$ cat src/rtl/gsfp_pkg.sv
package gsfp_pkg;

    localparam int unsigned BODY_BYTES = 29;

    localparam logic [31:0] SYNC_RESET = 32'hFE81_FF55;

    localparam logic [4:0] BODY_LAST   = 5'(BODY_BYTES);
    localparam logic [4:0] POS_X       = 5'd0;
    localparam logic [4:0] POS_Y       = 5'd4;
    localparam logic [4:0] POS_Z       = 5'd8;
    localparam logic [4:0] POS_STATUS  = 5'd24;
    localparam logic [4:0] POS_SEQ     = 5'd25;
    localparam logic [4:0] POS_TEMP    = 5'd26;

    localparam logic [2:0] HIST_FULL   = 3'd4;

    typedef struct packed {
        logic [31:0] rate_x_bits;
        logic [31:0] rate_y_bits;
        logic [31:0] rate_z_bits;
        logic [7:0]  status_byte;
        logic [7:0]  seq_number;
        logic [15:0] temperature_raw;
    } t_frame;

endpackage

$ cat src/rtl/gsfp_if.sv
interface gsfp_byte_if;
    logic       valid;
    logic       ready;
    logic [7:0] rx_byte;

    modport source (output valid, output rx_byte, input ready);
    modport sink (input valid, input rx_byte, output ready);
endinterface

interface gsfp_frame_if;
    logic        valid;
    logic        ready;
    logic [31:0] rate_x_bits;
    logic [31:0] rate_y_bits;
    logic [31:0] rate_z_bits;
    logic [7:0]  status_byte;
    logic [7:0]  seq_number;
    logic [15:0] temperature_raw;

    modport source (
        output valid, output rate_x_bits, output rate_y_bits, output rate_z_bits,
        output status_byte, output seq_number, output temperature_raw,
        input ready
    );
    modport sink (
        input valid, input rate_x_bits, input rate_y_bits, input rate_z_bits,
        input status_byte, input seq_number, input temperature_raw,
        output ready
    );
endinterface

$ cat src/rtl/gyro_serial_frame_parser.sv
// Takes one received byte per clock cycle on i_byte unless the input stalls, and hunts for
// the four-byte sync word (first byte in the most significant position, matched only
// after four bytes since reset or since the last frame). After a match the next 29 bytes
// are the frame body and the byte after them ends the frame; one frame beat with the X, Y,
// Z rate words, status, sequence number and temperature then goes into the output buffer
// for o_frame. Each byte passes through the input register before it is decoded into the
// frame registers; a two-entry output buffer lets the byte stream keep flowing while a
// finished frame waits, so the input only stalls when both entries are full and the
// terminator byte is waiting. The sync word resets to 0xFE81FF55; the user must
// write it through i_cfg_wr_en and i_cfg_wr_data while the block is idle (not enforced).
module gyro_serial_frame_parser (
    input  logic         i_clk,
    input  logic         i_rst_n,
    input  logic         i_cfg_wr_en,
    input  logic [31:0]  i_cfg_wr_data,
    gsfp_byte_if.sink    i_byte,
    gsfp_frame_if.source o_frame
);
    import gsfp_pkg::*;

    logic       w_in_valid;
    logic [7:0] w_in_byte;
    logic       w_pending;
    logic       w_can_accept;
    logic       w_stall;
    logic       w_step;
    logic       w_emit;
    t_frame     w_frame;

    assign w_stall = w_pending && !w_can_accept;
    assign w_step  = w_in_valid && !w_stall;
    assign w_emit  = w_step && w_pending;

    gsfp_in_stage u_in_stage (
        .i_clk   (i_clk),
        .i_rst_n (i_rst_n),
        .i_byte  (i_byte),
        .i_stall (w_stall),
        .o_valid (w_in_valid),
        .o_byte  (w_in_byte)
    );

    gsfp_frame_fsm u_frame_fsm (
        .i_clk         (i_clk),
        .i_rst_n       (i_rst_n),
        .i_cfg_wr_en   (i_cfg_wr_en),
        .i_cfg_wr_data (i_cfg_wr_data),
        .i_step        (w_step),
        .i_byte        (w_in_byte),
        .o_pending     (w_pending),
        .o_frame       (w_frame)
    );

    gsfp_out_buf u_out_buf (
        .i_clk        (i_clk),
        .i_rst_n      (i_rst_n),
        .i_push       (w_emit),
        .i_frame      (w_frame),
        .o_can_accept (w_can_accept),
        .o_frame      (o_frame)
    );

    a_no_overflow: assert property (@(posedge i_clk) disable iff (!i_rst_n)
        w_emit |-> w_can_accept)
        else $error("frame pushed into a full output buffer");

    a_hunt_after_emit: assert property (@(posedge i_clk) disable iff (!i_rst_n)
        w_emit |=> !w_pending)
        else $error("parser still at frame end after emitting");

    a_valid_from_emit: assert property (@(posedge i_clk) disable iff (!i_rst_n)
        $rose(o_frame.valid) |-> $past(w_emit))
        else $error("output beat appeared without a completed frame");
endmodule

$ cat src/rtl/gsfp_in_stage.sv
module gsfp_in_stage (
    input  logic      i_clk,
    input  logic      i_rst_n,
    gsfp_byte_if.sink i_byte,
    input  logic      i_stall,
    output logic      o_valid,
    output logic [7:0] o_byte
);
    import gsfp_pkg::*;

    logic       r_valid;
    logic [7:0] r_byte;
    logic       w_take;

    assign i_byte.ready = !r_valid || !i_stall;
    assign w_take       = i_byte.valid && i_byte.ready;

    always_ff @(posedge i_clk) begin
        if (!i_rst_n) begin
            r_valid <= 1'b0;
        end else if (!r_valid || !i_stall) begin
            r_valid <= i_byte.valid;
        end
    end

    always_ff @(posedge i_clk) begin
        if (w_take) begin
            r_byte <= i_byte.rx_byte;
        end
    end

    assign o_valid = r_valid;
    assign o_byte  = r_byte;
endmodule

$ cat src/rtl/gsfp_frame_fsm.sv
module gsfp_frame_fsm (
    input  logic            i_clk,
    input  logic            i_rst_n,
    input  logic            i_cfg_wr_en,
    input  logic [31:0]     i_cfg_wr_data,
    input  logic            i_step,
    input  logic [7:0]      i_byte,
    output logic            o_pending,
    output gsfp_pkg::t_frame o_frame
);
    import gsfp_pkg::*;

    typedef enum logic {
        ST_HUNT,
        ST_BODY
    } t_state;

    t_state      r_state;
    logic [31:0] r_sync;
    logic [31:0] r_recent;
    logic [2:0]  r_hist_cnt;
    logic [4:0]  r_body_cnt;
    t_frame      r_held;
    logic [31:0] n_recent;
    logic        w_match;

    assign n_recent  = {r_recent[23:0], i_byte};
    assign w_match   = (r_hist_cnt >= HIST_FULL - 3'd1) && (n_recent == r_sync);
    assign o_pending = (r_state == ST_BODY) && (r_body_cnt == BODY_LAST);

    always_ff @(posedge i_clk) begin
        if (!i_rst_n) begin
            r_sync <= SYNC_RESET;
        end else if (i_cfg_wr_en) begin
            r_sync <= i_cfg_wr_data;
        end
    end

    always_ff @(posedge i_clk) begin
        if (!i_rst_n) begin
            r_state    <= ST_HUNT;
            r_hist_cnt <= '0;
            r_body_cnt <= '0;
        end else if (i_step) begin
            case (r_state)
                ST_HUNT: begin
                    if (r_hist_cnt < HIST_FULL) begin
                        r_hist_cnt <= r_hist_cnt + 3'd1;
                    end
                    if (w_match) begin
                        r_state    <= ST_BODY;
                        r_body_cnt <= '0;
                    end
                end
                ST_BODY: begin
                    if (r_body_cnt == BODY_LAST) begin
                        r_state    <= ST_HUNT;
                        r_hist_cnt <= '0;
                    end else begin
                        r_body_cnt <= r_body_cnt + 5'd1;
                    end
                end
                default: begin
                    r_state <= ST_HUNT;
                end
            endcase
        end
    end

    always_ff @(posedge i_clk) begin
        if (i_step && r_state == ST_HUNT) begin
            r_recent <= n_recent;
        end
        if (i_step && r_state == ST_BODY) begin
            case (r_body_cnt) inside
                [POS_X : POS_Y - 5'd1]: begin
                    r_held.rate_x_bits <= {r_held.rate_x_bits[23:0], i_byte};
                end
                [POS_Y : POS_Z - 5'd1]: begin
                    r_held.rate_y_bits <= {r_held.rate_y_bits[23:0], i_byte};
                end
                [POS_Z : POS_Z + 5'd3]: begin
                    r_held.rate_z_bits <= {r_held.rate_z_bits[23:0], i_byte};
                end
                POS_STATUS: begin
                    r_held.status_byte <= i_byte;
                end
                POS_SEQ: begin
                    r_held.seq_number <= i_byte;
                end
                POS_TEMP, POS_TEMP + 5'd1: begin
                    r_held.temperature_raw <= {r_held.temperature_raw[7:0], i_byte};
                end
                default: begin
                end
            endcase
        end
    end

    assign o_frame = r_held;
endmodule

$ cat src/rtl/gsfp_out_buf.sv
module gsfp_out_buf (
    input  logic             i_clk,
    input  logic             i_rst_n,
    input  logic             i_push,
    input  gsfp_pkg::t_frame i_frame,
    output logic             o_can_accept,
    gsfp_frame_if.source     o_frame
);
    import gsfp_pkg::*;

    logic   r_v0;
    logic   r_v1;
    t_frame r_d0;
    t_frame r_d1;
    logic   w_free0;

    assign w_free0      = !r_v0 || o_frame.ready;
    assign o_can_accept = !r_v1;

    always_ff @(posedge i_clk) begin
        if (!i_rst_n) begin
            r_v0 <= 1'b0;
            r_v1 <= 1'b0;
        end else if (w_free0) begin
            r_v0 <= r_v1 || i_push;
            r_v1 <= r_v1 && i_push;
        end else if (i_push) begin
            r_v1 <= 1'b1;
        end
    end

    always_ff @(posedge i_clk) begin
        if (w_free0) begin
            if (r_v1) begin
                r_d0 <= r_d1;
                if (i_push) begin
                    r_d1 <= i_frame;
                end
            end else if (i_push) begin
                r_d0 <= i_frame;
            end
        end else if (i_push) begin
            r_d1 <= i_frame;
        end
    end

    assign o_frame.valid           = r_v0;
    assign o_frame.rate_x_bits     = r_d0.rate_x_bits;
    assign o_frame.rate_y_bits     = r_d0.rate_y_bits;
    assign o_frame.rate_z_bits     = r_d0.rate_z_bits;
    assign o_frame.status_byte     = r_d0.status_byte;
    assign o_frame.seq_number      = r_d0.seq_number;
    assign o_frame.temperature_raw = r_d0.temperature_raw;
endmodule

$ cat src/flat_wrapper.sv
// flat-port wrapper written by rule: the top's interface ports become plain ports
module gyro_serial_frame_parser_flat import gsfp_pkg::*;
  (i_clk, i_rst_n, i_cfg_wr_en, i_cfg_wr_data, i_byte_valid, i_byte_rx_byte, i_byte_ready, o_frame_valid, o_frame_rate_x_bits, o_frame_rate_y_bits, o_frame_rate_z_bits, o_frame_status_byte, o_frame_seq_number, o_frame_temperature_raw, o_frame_ready);
  gsfp_byte_if i_byte_i ();
  gsfp_frame_if o_frame_i ();
  input  logic i_clk;
  input  logic i_rst_n;
  input  logic i_cfg_wr_en;
  input  logic [31:0] i_cfg_wr_data;
  input wire logic [$bits(i_byte_i.valid)-1:0] i_byte_valid;
  input wire logic [$bits(i_byte_i.rx_byte)-1:0] i_byte_rx_byte;
  output wire logic [$bits(i_byte_i.ready)-1:0] i_byte_ready;
  output wire logic [$bits(o_frame_i.valid)-1:0] o_frame_valid;
  output wire logic [$bits(o_frame_i.rate_x_bits)-1:0] o_frame_rate_x_bits;
  output wire logic [$bits(o_frame_i.rate_y_bits)-1:0] o_frame_rate_y_bits;
  output wire logic [$bits(o_frame_i.rate_z_bits)-1:0] o_frame_rate_z_bits;
  output wire logic [$bits(o_frame_i.status_byte)-1:0] o_frame_status_byte;
  output wire logic [$bits(o_frame_i.seq_number)-1:0] o_frame_seq_number;
  output wire logic [$bits(o_frame_i.temperature_raw)-1:0] o_frame_temperature_raw;
  input wire logic [$bits(o_frame_i.ready)-1:0] o_frame_ready;
  assign i_byte_i.valid = i_byte_valid;
  assign i_byte_i.rx_byte = i_byte_rx_byte;
  assign i_byte_ready = i_byte_i.ready;
  assign o_frame_valid = o_frame_i.valid;
  assign o_frame_rate_x_bits = o_frame_i.rate_x_bits;
  assign o_frame_rate_y_bits = o_frame_i.rate_y_bits;
  assign o_frame_rate_z_bits = o_frame_i.rate_z_bits;
  assign o_frame_status_byte = o_frame_i.status_byte;
  assign o_frame_seq_number = o_frame_i.seq_number;
  assign o_frame_temperature_raw = o_frame_i.temperature_raw;
  assign o_frame_i.ready = o_frame_ready;
  gyro_serial_frame_parser u_core (.i_clk(i_clk), .i_rst_n(i_rst_n), .i_cfg_wr_en(i_cfg_wr_en), .i_cfg_wr_data(i_cfg_wr_data), .i_byte(i_byte_i), .o_frame(o_frame_i));
endmodule
$ cat config.mk
export PLATFORM = sky130hd
export DESIGN_NAME = gyro_serial_frame_parser_flat
export DESIGN_NICKNAME = d
export VERILOG_FILES = /design/src/rtl/gsfp_pkg.sv /design/src/rtl/gsfp_if.sv /design/src/rtl/gyro_serial_frame_parser.sv /design/src/rtl/gsfp_in_stage.sv /design/src/rtl/gsfp_frame_fsm.sv /design/src/rtl/gsfp_out_buf.sv /design/src/flat_wrapper.sv
export SDC_FILE = /design/constraint.sdc
export NUM_CORES = 1
export LEC_CHECK = 0
export ABC_AREA = 1
export BUFFER_PORTS_ARGS = -buffer_cell sky130_fd_sc_hd__buf_2
export CAP_MARGIN = 20
export CORE_MARGIN = 2
export CORE_UTILIZATION = 40
export CTS_BUF_LIST = sky130_fd_sc_hd__clkbuf_8
export DETAILED_ROUTE_END_ITERATION = 10
export PLACE_DENSITY = 0.57
export SETUP_SLACK_MARGIN = 0.05
export SLEW_MARGIN = 0
export SYNTH_ARGS = -nofsm -noshare
export SYNTH_HDL_FRONTEND = slang
export SYNTH_HIERARCHICAL = 1
export SYNTH_SLANG_ARGS = --single-unit
$ cat constraint.sdc
create_clock -name i_clk -period 7.9 [get_ports i_clk]
set_clock_uncertainty 0.2 [all_clocks]
set_input_delay 0 -clock i_clk [delete_from_list [all_inputs] [get_ports i_clk]]
set_output_delay 0 -clock i_clk [all_outputs]
set_load 0.03 [all_outputs]
==> summary.md <==
| Metric | Value |
|---|---|
| Status | `finished, final reports clean` |
| Area Growth Syn to Fin | `24.8%` |
| Worst-Margin Slew | `1.00 ns` |
| Largest net degree at the start of global routing | `between 100 and 150` |
| Drt via density | `4.55` |
| Period Utilization, post-route | `49.4%` |
| Net count, final | `1623` |
| Synth top area share | `75.4%` |
| WS Path Type | `register to register` |
| Crit path capture | `u_core/u_out_buf/o_frame.rate_z_bits[4]` |
| Clock latency at the later pin of the worst-skew pair | `0.61 ns` |
| Vias post-DR | `9827` |
| Worst setup path start | `u_core/u_frame_fsm/r_body_cnt[1]` |
| Post-Synthesis Cells | `between 1000 and 1500` |
| Clk sinks | `460` |
| Vias in the first global route | `10000` |
| RSZ-0062 raised after global routing | `false` |
| Synth warn | `6` |
| Crit path max fanout | `71` |
| Min Tclk post-route | `3.90 ns` |
| CTS Hold Bufs | `130` |
| RR Startpoint | `u_core/u_frame_fsm/r_body_cnt[1]` |
| Initial Utilization | `40.6%` |
| Post-synthesis cell type count | `29` |
| Final hold vios | `0` |
| Routed wire length | `roughly 35000 um` |
| Clk buf depth | `3` |
| Global placement routability congestion | `0.789` |
| Endpoints failing setup | `0` |
| P_leak | `8.15 nW` |
| Drt wl/cell | `16.3 um` |
| Multi-input gate area | `roughly 2700 um^2` |
| Top-count cell post-synth | `nand2_1` |
| Req. time, crit path | `about 7.9 ns` |
| Post-synthesis sequential area ratio | `80.7%` |
| Top FF cell, synth | `edfxtp_1` |
| Flop-to-flop setup slack | `4.00 ns` |
| PostCTS Resize Cnt | `0` |
| DRC | `0` |
| Setup tns final | `0 ns` |
| DP HPWL | `~20000 um` |
| Most frequent cells after synthesis | `nand2_1, edfxtp_1, inv_1, dfxtp_1, a21oi_1` |
| Number of port buffers | `around 170` |
| Final antenna-violating net count | `0` |
| Post-synth EDFFs | `about 420` |
| CP Launch Type | `register` |
| Met2 Resource Use GR | `27.1%` |
| Core area | `40800 um^2` |
| R2R cell count | `10` |
| CP arrival | `~3.9 ns` |
| Tot GR Track Use | `16.5%` |
| Number of H-tree levels | `3` |
| IO Pins | `175` |
| Die extent in y | `just over 200 um` |
| Power per cell area | `223 nW/um^2` |
| CTS tree | `yes` |
| Clk root buf | `clkbuf_8` |
| Max Slew Vio Count | `0` |
| FF+latch area | `13400 um^2` |
| Syn_area_per_cell | `13.6 um^2` |
| Grt met1 use | `a little over a fifth` |
| Gr ovfl total | `0` |
| Peak Freq | `256 MHz` |
| Initial antenna violation count | `2` |
| Die area | `roughly 43000 um^2` |
| Largest cells by area after synthesis | `edfxtp_1, nand2_1, dfxtp_1` |
| Post-synthesis cell type with the largest combined area | `edfxtp_1` |
| Hold Worst Slack | `0.230 ns` |
| Clock slew at reported path FFs | `0.06 ns` |
| Max-cap violations | `0` |
| Synth async-reset ratio | `0%` |
| Critical Path End Type | `register` |
| Fill cells | `~3500` |
| Peak VDD IR | `0.101 mV` |
| Drt first-iter violations | `658` |
| GRT Max-Usage Layer | `met2` |
| Register bit total from synthesis | `between 400 and 500` |
| FF-to-FF End | `u_core/u_out_buf/o_frame.rate_z_bits[4]` |
| Met3 track demand over resource | `3.43%` |
| Layout cell share with drive strength beyond 1 | `18.6%` |
| DRT Pass-1 Iters | `4` |
| Setup Buffers After CTS | `0` |
| Die X | `207 um` |
| ANT cells | `0` |
| Worst min-delay path class | `register to register` |
| Synthesized Nets | `1268` |
| Final core utilization | `50.6%` |
| Rows | `74` |
| First-pass GRT wire length | `55000 um` |
| Max_slew headroom | `33.3%` |
| CTS buffer count | `75` |
| Synthesized area | `16600 um^2` |
-- state kept, by name, indices dropped and copies added (netlist names) --
name	count
u_core/u_frame_fsm/o_frame	128
u_core/u_out_buf/r_d1	128
u_core/u_frame_fsm/r_sync	32
u_core/u_out_buf/o_frame.rate_x_bits	32
u_core/u_out_buf/o_frame.rate_y_bits	32
u_core/u_out_buf/o_frame.rate_z_bits	32
u_core/u_frame_fsm/r_recent	24
u_core/u_out_buf/o_frame.temperature_raw	16
u_core/u_in_stage/o_byte	8
u_core/u_out_buf/o_frame.seq_number	8
u_core/u_out_buf/o_frame.status_byte	8
u_core/u_frame_fsm/r_body_cnt	5
u_core/u_frame_fsm/r_hist_cnt	3
u_core/u_frame_fsm/r_state	1
u_core/u_in_stage/o_valid	1
u_core/u_out_buf/o_frame.valid	1
u_core/u_out_buf/r_v1	1
-- worst max-delay path, cell delays in order, from the launching register on --
cell     delay, ns
dfxtp_1       0.34
inv_1         0.10
ha_1          0.23
nand3_1       0.15
nor2_1        0.22
nand3_1       0.11
inv_1         0.09
inv_1         0.07
a21oi_4       0.54
buf_4         0.58
buf_4         0.77
-- how the worst min path moves through the flow --
stage,startpoint,endpoint,slack (ns),cells past startpoint
after floorplan,i_byte_rx_byte[0],u_core/u_in_stage/o_byte[0],-0.10,0
after global placement,i_byte_rx_byte[1],u_core/u_in_stage/o_byte[1],-0.02,1
after detailed placement,i_byte_rx_byte[6],u_core/u_in_stage/o_byte[6],-0.02,1
after CTS,i_rst_n,u_core/u_frame_fsm/r_body_cnt[2],0.15,4
after global routing,i_rst_n,u_core/u_frame_fsm/r_body_cnt[2],0.22,4
final,u_core/u_frame_fsm/o_frame[93],u_core/u_out_buf/r_d1[93],0.23,0
-- cells in the final DEF, fill, tap and decap left out, drive strengths merged, types with 6 or more instances in the layout --
cell type,Yosys,routed
dfxtp,44,44
buf,26,188
xor2,6,6
dlygate4sd3,0,130
edfxtp,416,416
clkbuf,14,78
o21ai,34,34
a21oi,36,36
clkinv,0,13
nand3,19,19
ha,6,6
nor2,34,34
nand2,490,490
inv,76,115
-- metal layers --
| layer | up-vias | part of all wire (%) |
|---|---|---|
| met5 | - | 0 |
| met4 | 0 | 2.4 |
| met3 | 59 | 5.8 |
| met2 | 271 | 49 |
| met1 | 4654 | 43 |
| li1 | 4843 | - |
-- kinds of logic (layout without fill, tap and decap cells) --
family	after synthesis	count (layout)	share of synthesized area, %
adders and majority gates	6	6	0.453
xor gates and xnor gates	11	11	0.582
AOI/OAI and AO/OA	73	73	2.30
DFF	460	460	80.7
and+or+nand+nor	551	551	12.9
buffers and inverters	116	526	3.01
-- power breakdown --
group	internal, mW	total [mW]	switching, mW
Sequential	2.65	2.67	0.0235
Combinational	0.0741	0.134	0.0600
Clock	0.913	1.81	0.893
-- final cells by class --
type,count,area share [%]
clock buffers,78,5.20
multi-input cells,641,13.2
clock inverters,54,1.10
flip-flops and latches,460,64.7
well taps,532,3.22
repair buffers,318,11.1
inverters,76,1.42
-- metrics by stage --
step                instance area [um^2]  instances  power (mW)  worst slack, ns
global placement                   18000       1896        2.79             3.99
detailed placement                 18000       1896        2.80             3.97
finish                             20700       2159        4.61             4.00
floorplan                          16600       1217        2.75             2.68
CTS                                20600       2158        4.67             3.94
global route                       20700       2159        4.80             3.71
(Power assumes the default switching activity.)
